--- config.mk ---
export PLATFORM = sky130hd
export DESIGN_NAME = fletcher8_command_frame_receiver_flat
export DESIGN_NICKNAME = d
export VERILOG_FILES = /design/src/sv/f8cfr_pkg.sv /design/src/sv/f8cfr_byte_if.sv /design/src/sv/f8cfr_result_if.sv /design/src/sv/fletcher8_command_frame_receiver.sv /design/src/flat_wrapper.sv
export SDC_FILE = /design/constraint.sdc
export NUM_CORES = 1
export LEC_CHECK = 0
export BUFFER_PORTS_ARGS = -buffer_cell sky130_fd_sc_hd__buf_2
export CAP_MARGIN = 15
export CORE_MARGIN = 2
export CORE_UTILIZATION = 50
export DETAILED_ROUTE_END_ITERATION = 10
export GPL_TIMING_DRIVEN = 0
export PLACE_DENSITY_LB_ADDON = 0.3
export SLEW_MARGIN = 20
export SYNTH_ARGS = -nofsm -noshare
export SYNTH_HDL_FRONTEND = slang
export SYNTH_SLANG_ARGS = --single-unit
--- constraint.sdc ---
create_clock -name clk -period 7.7 [get_ports clk]
set_input_delay 0.385 -clock clk [delete_from_list [all_inputs] [get_ports clk]]
set_output_delay 0.385 -clock clk [all_outputs]
set_load 0.03 [all_outputs]
--- src/sv/f8cfr_pkg.sv ---
// shared types and constants of the fletcher8 command frame receiver
package f8cfr_pkg;

    typedef enum logic [1:0] {
        KIND_CONTROL  = 2'd0,
        KIND_SETTINGS = 2'd1,
        KIND_MAG_CAL  = 2'd2,
        KIND_ACC_CAL  = 2'd3
    } frame_kind_t;

    typedef enum logic [2:0] {
        REG_CONTROL_HEADER  = 3'd0,
        REG_SETTINGS_HEADER = 3'd1,
        REG_MAG_CAL_HEADER  = 3'd2,
        REG_ACC_CAL_HEADER  = 3'd3,
        REG_SETTINGS_LEN    = 3'd4
    } cfg_index_t;

    localparam int CFG_DATA_W = 8;

    localparam logic [7:0] CTRL_PAYLOAD_LEN = 8'd5;
    localparam logic [7:0] MAG_PAYLOAD_LEN  = 8'd48;
    localparam logic [7:0] ACC_PAYLOAD_LEN  = 8'd8;
    localparam logic [7:0] MAX_SETTINGS_LEN = 8'd251;
    localparam logic [15:0] IDLE_THROTTLE   = 16'd200;

    localparam logic [7:0] RESET_CONTROL_HEADER  = 8'd1;
    localparam logic [7:0] RESET_SETTINGS_HEADER = 8'd2;
    localparam logic [7:0] RESET_MAG_CAL_HEADER  = 8'd3;
    localparam logic [7:0] RESET_ACC_CAL_HEADER  = 8'd4;
    localparam logic [7:0] RESET_SETTINGS_LEN    = 8'd64;

    typedef struct packed {
        frame_kind_t  frame_kind;
        logic         checksum_ok;
        logic [15:0]  range_value;
        logic [7:0]   arm_value;
        logic [15:0]  throttle_value;
        logic         arm_rise;
        logic         arm_fall;
    } result_t;

endpackage

--- src/sv/f8cfr_byte_if.sv ---
// received byte channel
interface f8cfr_byte_if;
    logic       valid;
    logic       ready;
    logic       frame_start;
    logic [7:0] data_byte;

    modport source (output valid, output frame_start, output data_byte, input ready);
    modport sink (input valid, input frame_start, input data_byte, output ready);
endinterface

--- src/sv/f8cfr_result_if.sv ---
// frame result channel
interface f8cfr_result_if import f8cfr_pkg::*; ();
    logic         valid;
    logic         ready;
    frame_kind_t  frame_kind;
    logic         checksum_ok;
    logic [15:0]  range_value;
    logic [7:0]   arm_value;
    logic [15:0]  throttle_value;
    logic         arm_rise;
    logic         arm_fall;

    modport source (
        output valid, output frame_kind, output checksum_ok, output range_value,
        output arm_value, output throttle_value, output arm_rise, output arm_fall,
        input ready
    );
    modport sink (
        input valid, input frame_kind, input checksum_ok, input range_value,
        input arm_value, input throttle_value, input arm_rise, input arm_fall,
        output ready
    );
endinterface

--- src/sv/fletcher8_command_frame_receiver.sv ---
// command frame receiver with 8-bit fletcher check
//
//  channel     dir  payload                                          handshake
//  byte_in     in   frame_start, data_byte                           valid/ready
//  result_out  out  frame_kind, checksum_ok, range_value, arm_value, valid/ready
//                   throttle_value, arm_rise, arm_fall
//  cfg         in   cfg_wr_en, cfg_index, cfg_data                   write only
//
// one byte is taken every cycle while the skid register is empty; the result
// is registered when the second check byte is taken.
// reset loads the default headers, clears sums and arm state and sets throttle to 200;
// no clearing pass.
// a stalled result sits in the output register and one more in a skid register;
// byte_in drops ready only while the skid register is full.
module fletcher8_command_frame_receiver
    import f8cfr_pkg::*;
(
    input  logic                   clk,
    input  logic                   rst_n,
    input  logic                   cfg_wr_en,
    input  logic [2:0]             cfg_index,
    input  logic [CFG_DATA_W-1:0]  cfg_data,
    f8cfr_byte_if.sink             byte_in,
    f8cfr_result_if.source         result_out
);

    logic [7:0] ctrl_hdr_reg;
    logic [7:0] set_hdr_reg;
    logic [7:0] mag_hdr_reg;
    logic [7:0] acc_hdr_reg;
    logic [7:0] set_len_reg;

    logic [7:0]  pos_reg, pos_next;
    logic        in_frame_reg, in_frame_next;
    frame_kind_t kind_reg, kind_next;
    logic [7:0]  sum_lo_reg, sum_lo_next;
    logic [7:0]  sum_hi_reg, sum_hi_next;
    logic [7:0]  chk1_reg, chk1_next;
    logic [7:0]  arm_reg, arm_next;
    logic [15:0] thr_reg, thr_next;

    logic [7:0] ctrl_bytes [5];
    logic       ctrl_we;
    logic [2:0] ctrl_idx;

    result_t out_reg, out_next;
    logic    out_valid_reg, out_valid_next;
    result_t skid_reg, skid_next;
    logic    skid_valid_reg, skid_valid_next;

    logic       accept;
    logic [7:0] payload_len;
    logic [7:0] sum_lo_add;
    logic       has_result;
    result_t    res_new;
    logic       ok;

    assign byte_in.ready = !skid_valid_reg;
    assign accept        = byte_in.valid && byte_in.ready;

    // configuration registers
    always_ff @(posedge clk or negedge rst_n)
    begin
        if (!rst_n)
        begin
            ctrl_hdr_reg <= RESET_CONTROL_HEADER;
            set_hdr_reg  <= RESET_SETTINGS_HEADER;
            mag_hdr_reg  <= RESET_MAG_CAL_HEADER;
            acc_hdr_reg  <= RESET_ACC_CAL_HEADER;
            set_len_reg  <= RESET_SETTINGS_LEN;
        end
        else if (cfg_wr_en)
        begin
            case (cfg_index)
                REG_CONTROL_HEADER:  ctrl_hdr_reg <= cfg_data;
                REG_SETTINGS_HEADER: set_hdr_reg  <= cfg_data;
                REG_MAG_CAL_HEADER:  mag_hdr_reg  <= cfg_data;
                REG_ACC_CAL_HEADER:  acc_hdr_reg  <= cfg_data;
                REG_SETTINGS_LEN:    set_len_reg  <= cfg_data;
                default: ;
            endcase
        end
    end

    always_comb
    begin
        case (kind_reg)
            KIND_CONTROL:  payload_len = CTRL_PAYLOAD_LEN;
            KIND_SETTINGS: payload_len = (set_len_reg > MAX_SETTINGS_LEN) ?
                                         MAX_SETTINGS_LEN : set_len_reg;
            KIND_MAG_CAL:  payload_len = MAG_PAYLOAD_LEN;
            default:       payload_len = ACC_PAYLOAD_LEN;
        endcase
    end

    assign sum_lo_add = sum_lo_reg + byte_in.data_byte;

    // frame tracking, sums and control frame decode
    always_comb
    begin
        pos_next      = pos_reg;
        in_frame_next = in_frame_reg;
        kind_next     = kind_reg;
        sum_lo_next   = sum_lo_reg;
        sum_hi_next   = sum_hi_reg;
        chk1_next     = chk1_reg;
        arm_next      = arm_reg;
        thr_next      = thr_reg;
        ctrl_we       = 1'b0;
        ctrl_idx      = pos_reg[2:0] - 3'd1;
        has_result    = 1'b0;
        ok            = (chk1_reg == sum_lo_reg) && (byte_in.data_byte == sum_hi_reg);

        res_new                = '0;
        res_new.frame_kind     = kind_reg;
        res_new.checksum_ok    = ok;
        res_new.arm_value      = arm_reg;
        res_new.throttle_value = thr_reg;

        if (accept)
        begin
            if (byte_in.frame_start)
            begin
                in_frame_next = 1'b1;
                if (byte_in.data_byte == ctrl_hdr_reg)
                    kind_next = KIND_CONTROL;
                else if (byte_in.data_byte == set_hdr_reg)
                    kind_next = KIND_SETTINGS;
                else if (byte_in.data_byte == mag_hdr_reg)
                    kind_next = KIND_MAG_CAL;
                else if (byte_in.data_byte == acc_hdr_reg)
                    kind_next = KIND_ACC_CAL;
                else
                    in_frame_next = 1'b0;
                sum_lo_next = '0;
                sum_hi_next = '0;
                chk1_next   = '0;
                pos_next    = 8'd1;
            end
            else if (in_frame_reg)
            begin
                pos_next = pos_reg + 8'd1;
                if (pos_reg <= payload_len)
                begin
                    sum_lo_next = sum_lo_add;
                    sum_hi_next = sum_hi_reg + sum_lo_add;
                    // payload positions 1 to 5 of a control frame
                    if (kind_reg == KIND_CONTROL && pos_reg >= 8'd1
                        && pos_reg <= CTRL_PAYLOAD_LEN)
                        ctrl_we = 1'b1;
                end
                else if ({1'b0, pos_reg} == {1'b0, payload_len} + 9'd1)
                begin
                    chk1_next = byte_in.data_byte;
                end
                else
                begin
                    has_result    = 1'b1;
                    in_frame_next = 1'b0;
                    if (kind_reg == KIND_CONTROL && ok)
                    begin
                        res_new.range_value = {ctrl_bytes[0], ctrl_bytes[1]};
                        res_new.arm_rise = (ctrl_bytes[2] == 8'd1) && (arm_reg == 8'd0);
                        res_new.arm_fall = (ctrl_bytes[2] == 8'd0) && (arm_reg == 8'd1);
                        arm_next = ctrl_bytes[2];
                        if (ctrl_bytes[2] == 8'd1)
                            thr_next = {ctrl_bytes[3], ctrl_bytes[4]};
                        else
                            thr_next = IDLE_THROTTLE;
                        res_new.arm_value      = arm_next;
                        res_new.throttle_value = thr_next;
                    end
                end
            end
        end
    end

    // output register with skid stage
    always_comb
    begin
        out_next        = out_reg;
        out_valid_next  = out_valid_reg;
        skid_next       = skid_reg;
        skid_valid_next = skid_valid_reg;
        if (!out_valid_reg || result_out.ready)
        begin
            if (skid_valid_reg)
            begin
                out_next        = skid_reg;
                out_valid_next  = 1'b1;
                skid_valid_next = 1'b0;
            end
            else
            begin
                out_next       = res_new;
                out_valid_next = has_result;
            end
        end
        else if (has_result)
        begin
            skid_next       = res_new;
            skid_valid_next = 1'b1;
        end
    end

    always_ff @(posedge clk or negedge rst_n)
    begin
        if (!rst_n)
        begin
            pos_reg        <= '0;
            in_frame_reg   <= 1'b0;
            kind_reg       <= KIND_CONTROL;
            sum_lo_reg     <= '0;
            sum_hi_reg     <= '0;
            chk1_reg       <= '0;
            arm_reg        <= '0;
            thr_reg        <= IDLE_THROTTLE;
            out_valid_reg  <= 1'b0;
            skid_valid_reg <= 1'b0;
        end
        else
        begin
            pos_reg        <= pos_next;
            in_frame_reg   <= in_frame_next;
            kind_reg       <= kind_next;
            sum_lo_reg     <= sum_lo_next;
            sum_hi_reg     <= sum_hi_next;
            chk1_reg       <= chk1_next;
            arm_reg        <= arm_next;
            thr_reg        <= thr_next;
            out_valid_reg  <= out_valid_next;
            skid_valid_reg <= skid_valid_next;
        end
    end

    // payload registers, no reset
    always_ff @(posedge clk)
    begin
        out_reg  <= out_next;
        skid_reg <= skid_next;
        if (ctrl_we)
            ctrl_bytes[ctrl_idx] <= byte_in.data_byte;
    end

    assign result_out.valid          = out_valid_reg;
    assign result_out.frame_kind     = out_reg.frame_kind;
    assign result_out.checksum_ok    = out_reg.checksum_ok;
    assign result_out.range_value    = out_reg.range_value;
    assign result_out.arm_value      = out_reg.arm_value;
    assign result_out.throttle_value = out_reg.throttle_value;
    assign result_out.arm_rise       = out_reg.arm_rise;
    assign result_out.arm_fall       = out_reg.arm_fall;

endmodule
--- src/flat_wrapper.sv ---
// flat-port wrapper written by rule: the top's interface ports become plain ports
module fletcher8_command_frame_receiver_flat import f8cfr_pkg::*;
  (clk, rst_n, cfg_wr_en, cfg_index, cfg_data, byte_in_valid, byte_in_frame_start, byte_in_data_byte, byte_in_ready, result_out_valid, result_out_frame_kind, result_out_checksum_ok, result_out_range_value, result_out_arm_value, result_out_throttle_value, result_out_arm_rise, result_out_arm_fall, result_out_ready);
  f8cfr_byte_if byte_in_i ();
  f8cfr_result_if result_out_i ();
  input  logic clk;
  input  logic rst_n;
  input  logic cfg_wr_en;
  input  logic [2:0] cfg_index;
  input  logic [CFG_DATA_W-1:0] cfg_data;
  input wire logic [$bits(byte_in_i.valid)-1:0] byte_in_valid;
  input wire logic [$bits(byte_in_i.frame_start)-1:0] byte_in_frame_start;
  input wire logic [$bits(byte_in_i.data_byte)-1:0] byte_in_data_byte;
  output wire logic [$bits(byte_in_i.ready)-1:0] byte_in_ready;
  output wire logic [$bits(result_out_i.valid)-1:0] result_out_valid;
  output wire logic [$bits(result_out_i.frame_kind)-1:0] result_out_frame_kind;
  output wire logic [$bits(result_out_i.checksum_ok)-1:0] result_out_checksum_ok;
  output wire logic [$bits(result_out_i.range_value)-1:0] result_out_range_value;
  output wire logic [$bits(result_out_i.arm_value)-1:0] result_out_arm_value;
  output wire logic [$bits(result_out_i.throttle_value)-1:0] result_out_throttle_value;
  output wire logic [$bits(result_out_i.arm_rise)-1:0] result_out_arm_rise;
  output wire logic [$bits(result_out_i.arm_fall)-1:0] result_out_arm_fall;
  input wire logic [$bits(result_out_i.ready)-1:0] result_out_ready;
  assign byte_in_i.valid = byte_in_valid;
  assign byte_in_i.frame_start = byte_in_frame_start;
  assign byte_in_i.data_byte = byte_in_data_byte;
  assign byte_in_ready = byte_in_i.ready;
  assign result_out_valid = result_out_i.valid;
  assign result_out_frame_kind = result_out_i.frame_kind;
  assign result_out_checksum_ok = result_out_i.checksum_ok;
  assign result_out_range_value = result_out_i.range_value;
  assign result_out_arm_value = result_out_i.arm_value;
  assign result_out_throttle_value = result_out_i.throttle_value;
  assign result_out_arm_rise = result_out_i.arm_rise;
  assign result_out_arm_fall = result_out_i.arm_fall;
  assign result_out_i.ready = result_out_ready;
  fletcher8_command_frame_receiver u_core (.clk(clk), .rst_n(rst_n), .cfg_wr_en(cfg_wr_en), .cfg_index(cfg_index), .cfg_data(cfg_data), .byte_in(byte_in_i), .result_out(result_out_i));
endmodule
==> impl_metrics.tcl <==
set metrics [dict create \
    grt_pass1_wl_um 35800 \
    synth_fa_ha_area_share_pct 3.42 \
    cts.htree.levels 1 \
    required_ns 7.83 \
    insertion_delay_ns 0.51 \
    relSlewSlack_pct 32.8 \
    grt_antenna_before_repair 0 \
    drive_gt1_share_pct 24.6 \
    power.density_nw_per_um2 243 \
    drt-vias-per-instance 5.63 \
    synth-xor-area-share_pct 5.81 \
    synth_top_family_by_area "compound AO/OA/AOI/OAI gates" \
    ys_seq_elements 231 \
    synth-compound-area-share_pct 11.7 \
    synthFlopType "edfxtp_1" \
    synthTopCellsByArea "edfxtp_1 37%, dfrtp_1 22%, mux2_2 6.4%, a22o_1 3.1%, xor2_1 3.1%" \
    grt_remaining_overflow 0 \
    fp.dieW_um 150 \
    cts_num_sinks 231 \
    die_h_um 150 \
    antenna_cells 0 \
    postCtsSetupBuffers 0 \
    rsz0062_at_grt "false" \
    crit_path_start_kind "register" \
    synth_cells 786 \
    synth_edf_count 130 \
    dpl.hpwl_um 15400 \
    async_flop_share_pct 43.7 \
    worstPathMaxFanout 9 \
    drt_wl_total_um 22400 \
    slew_violations 0 \
    worstMarginPinSlew_ns 1.00 \
    criticalPathCategory "reg -> reg" \
    synth.distinct_cells 62 \
    place_congestion 0.833 \
    grt_max_degree 53 \
    coreArea_um2 21000 \
    grt_usage_pct 20.4 \
    grt_pass1_vias 6713 \
    cts_root_buffer "clkbuf_16" \
    hold_violations 0 \
    whs_ns 0.182 \
    rows 53 \
    port_buffers 69 \
    area_growth_pct 15.1 \
    vias 6651 \
    route.detailed.drc 0 \
    fmax_mhz 232 \
    die_area_um2 22500 \
    dr.pass1.iters 5 \
    synth.net_count 839 \
    postPlaceCellArea_um2 11500 \
    fin_worst_skew_ns 0.0139 \
    arrival_ns 4.44 \
    cts_made_buffers 24 \
    synth_top_area_cell "edfxtp_1" \
    filler_cell_count 1728 \
    maxCapViolCount 0 \
    syn_area_um2 10700 \
    yosysTopAreaCellShare_pct 36.5 \
    period_needed_ns 4.31 \
    antenna_left 0 \
    synthSimpleGateAreaFrac_pct 8.62 \
    finalSetupViolations 0 \
    p_leak_nw 5.41 \
    peakVddDrop_v 0.000164 \
    post-route-period-util_pct 56.0 \
    hold_class "in -> reg" \
    ios 72 \
    layout.nets 941 \
    cts_tree "done" \
    syn_avg_cell_area_um2 13.6 \
    drtIter0Drc 406 \
    initial_utilization_pct 50.8 \
    yosysWarnings 0 \
    avgRoutedWirePerCell_um 18.9 \
    cts.path.max_buffers 3 \
    crit_path_end_kind "register" \
    fin_area_um2 12300 \
    status "complete, no violations" \
    total_power_w 0.00299 \
    largest_reg_flops 45 \
    clk_pin_slew_ns 0.06 \
    yosys-mux-area-fraction_pct 7.37 \
    yosysSeqAreaShare_pct 60.3 \
]
## cell usage in the layout (no fill, tap or decap), types with 25 or more instances in the layout
cell       Yosys  final
clkbuf_1      28     31
dfrtp_1       92     92
xnor2_1       31     31
xor2_1        38     38
ha_1          26     26
a21oi_1       25     25
o21ai_0       25     25
a22o_1        38     38
buf_2          8     76
edfxtp_1     130    130
nor2_1        28     28
clkbuf_16      0     25
mux2_2        61     61
## cell families (layout without fill, tap and decap cells)
group / Yosys count / in the layout
adders and majority gates: 28 / 28
xor gates and xnor gates: 70 / 70
AOI/OAI and AO/OA: 165 / 165
buffers and inverters: 63 / 183
DFF: 231 / 231
muxes: 68 / 68
and+or+nand+nor: 161 / 161
## metal layers
metal | vias to the layer above | global-route usage, % | routed length, um
met5 | - | 0 | 0
met4 | 0 | 6.75 | 595
met3 | 40 | 2.79 | 986
met2 | 170 | 34.2 | 11000
met1 | 3289 | 27.5 | 9770
li1 | 3152 | - | -
## metrics by stage
step	std cells	setup slack (ns)	util (%)	TNS, ns
floorplan	786	1.56	-	0
global placement	1130	-0.621	54.1	-27.85
detailed placement	1136	3.46	54.7	0
CTS	1181	3.41	58.4	0
global route	1181	3.09	58.5	0
finish	1181	3.39	58.5	0
## power by group
part	switching (W)	internal (W)
clock	0.000480	0.000639
combinational	0.000239	0.000194
sequential	0.0000576	0.00137
total	0.000777	0.00221
## worst paths after layout
kind	from	to	slack [ns]	cells past startpoint
worst min register to register	u_core.skid_reg[36]	u_core.result_out.range_value[10]	0.52	1
max in group asynchronous	rst_n	u_core.acc_hdr_reg[2]	6.65	3
worst max register to register	u_core.set_len_reg[6]	u_core.ctrl_bytes[2][6]	3.39	13
worst max-delay path	u_core.set_len_reg[6]	u_core.ctrl_bytes[2][6]	3.39	13
min in group asynchronous	rst_n	u_core.set_len_reg[7]	0.37	2
worst min-delay path	byte_in_data_byte[0]	u_core.ctrl_bytes[1][0]	0.18	1
## repair_timing
item | in CTS | in global routing
resized for setup | 0 | 0
endpoints found under the hold margin | 45 | 0
hold buffers | 1 | 0
setup endpoints to repair | 0 | 0
## Yosys cell counts, drive strengths merged (2+ instances only)
library cell / number
edfxtp: 130
dfrtp: 92
mux2: 67
a22o: 38
xor2: 38
xnor2: 32
clkbuf: 28
nor2: 28
o21ai: 28
a21oi: 26
ha: 26
nand2: 24
a21o: 22
inv: 18
and2: 17
buf: 16
nand4: 15
nor3b: 15
a221o: 13
nor4: 12
nand3: 10
dfstp: 9
a32o: 8
nor2b: 8
nor3: 8
a31oi: 5
a211oi: 4
and3: 4
nand2b: 4
o21bai: 4
o31ai: 4
a221oi: 3
and3b: 3
nand3b: 3
a21boi: 2
a41oi: 2
and4: 2
fa: 2
nor4b: 2
o21a: 2
o41ai: 2
or2: 2
## worst max-delay path, stage by stage, from the launching register on
cell and delay, ns:
dfstp_2 0.51, buf_2 0.19, nand2_1 0.09, nor2_1 0.23, and2_1 0.16, o21ai_0 0.12, ha_1 0.33, nor2b_1 0.13
o21a_1 0.15, o21ai_0 0.14, a21oi_1 0.21, nor2_1 0.50, nand4_1 0.33, nor3_1 0.85
## cell type report
| cell class | instances | area (um^2) | share of cell area, % |
|---|---|---|---|
| Clock inverter | 15 | 118 | 0.957 |
| Sequential cell | 231 | 6440 | 52.4 |
| Clock buffer | 29 | 651 | 5.29 |
| Buffer | 44 | 224 | 1.82 |
| Timing Repair Buffer | 76 | 454 | 3.70 |
| Tap cell | 275 | 344 | 2.80 |
| Multi-Input combinational cell | 492 | 3990 | 32.4 |
| Inverter | 19 | 71.3 | 0.580 |
Note: power is estimated with default switching activity, not from simulation.
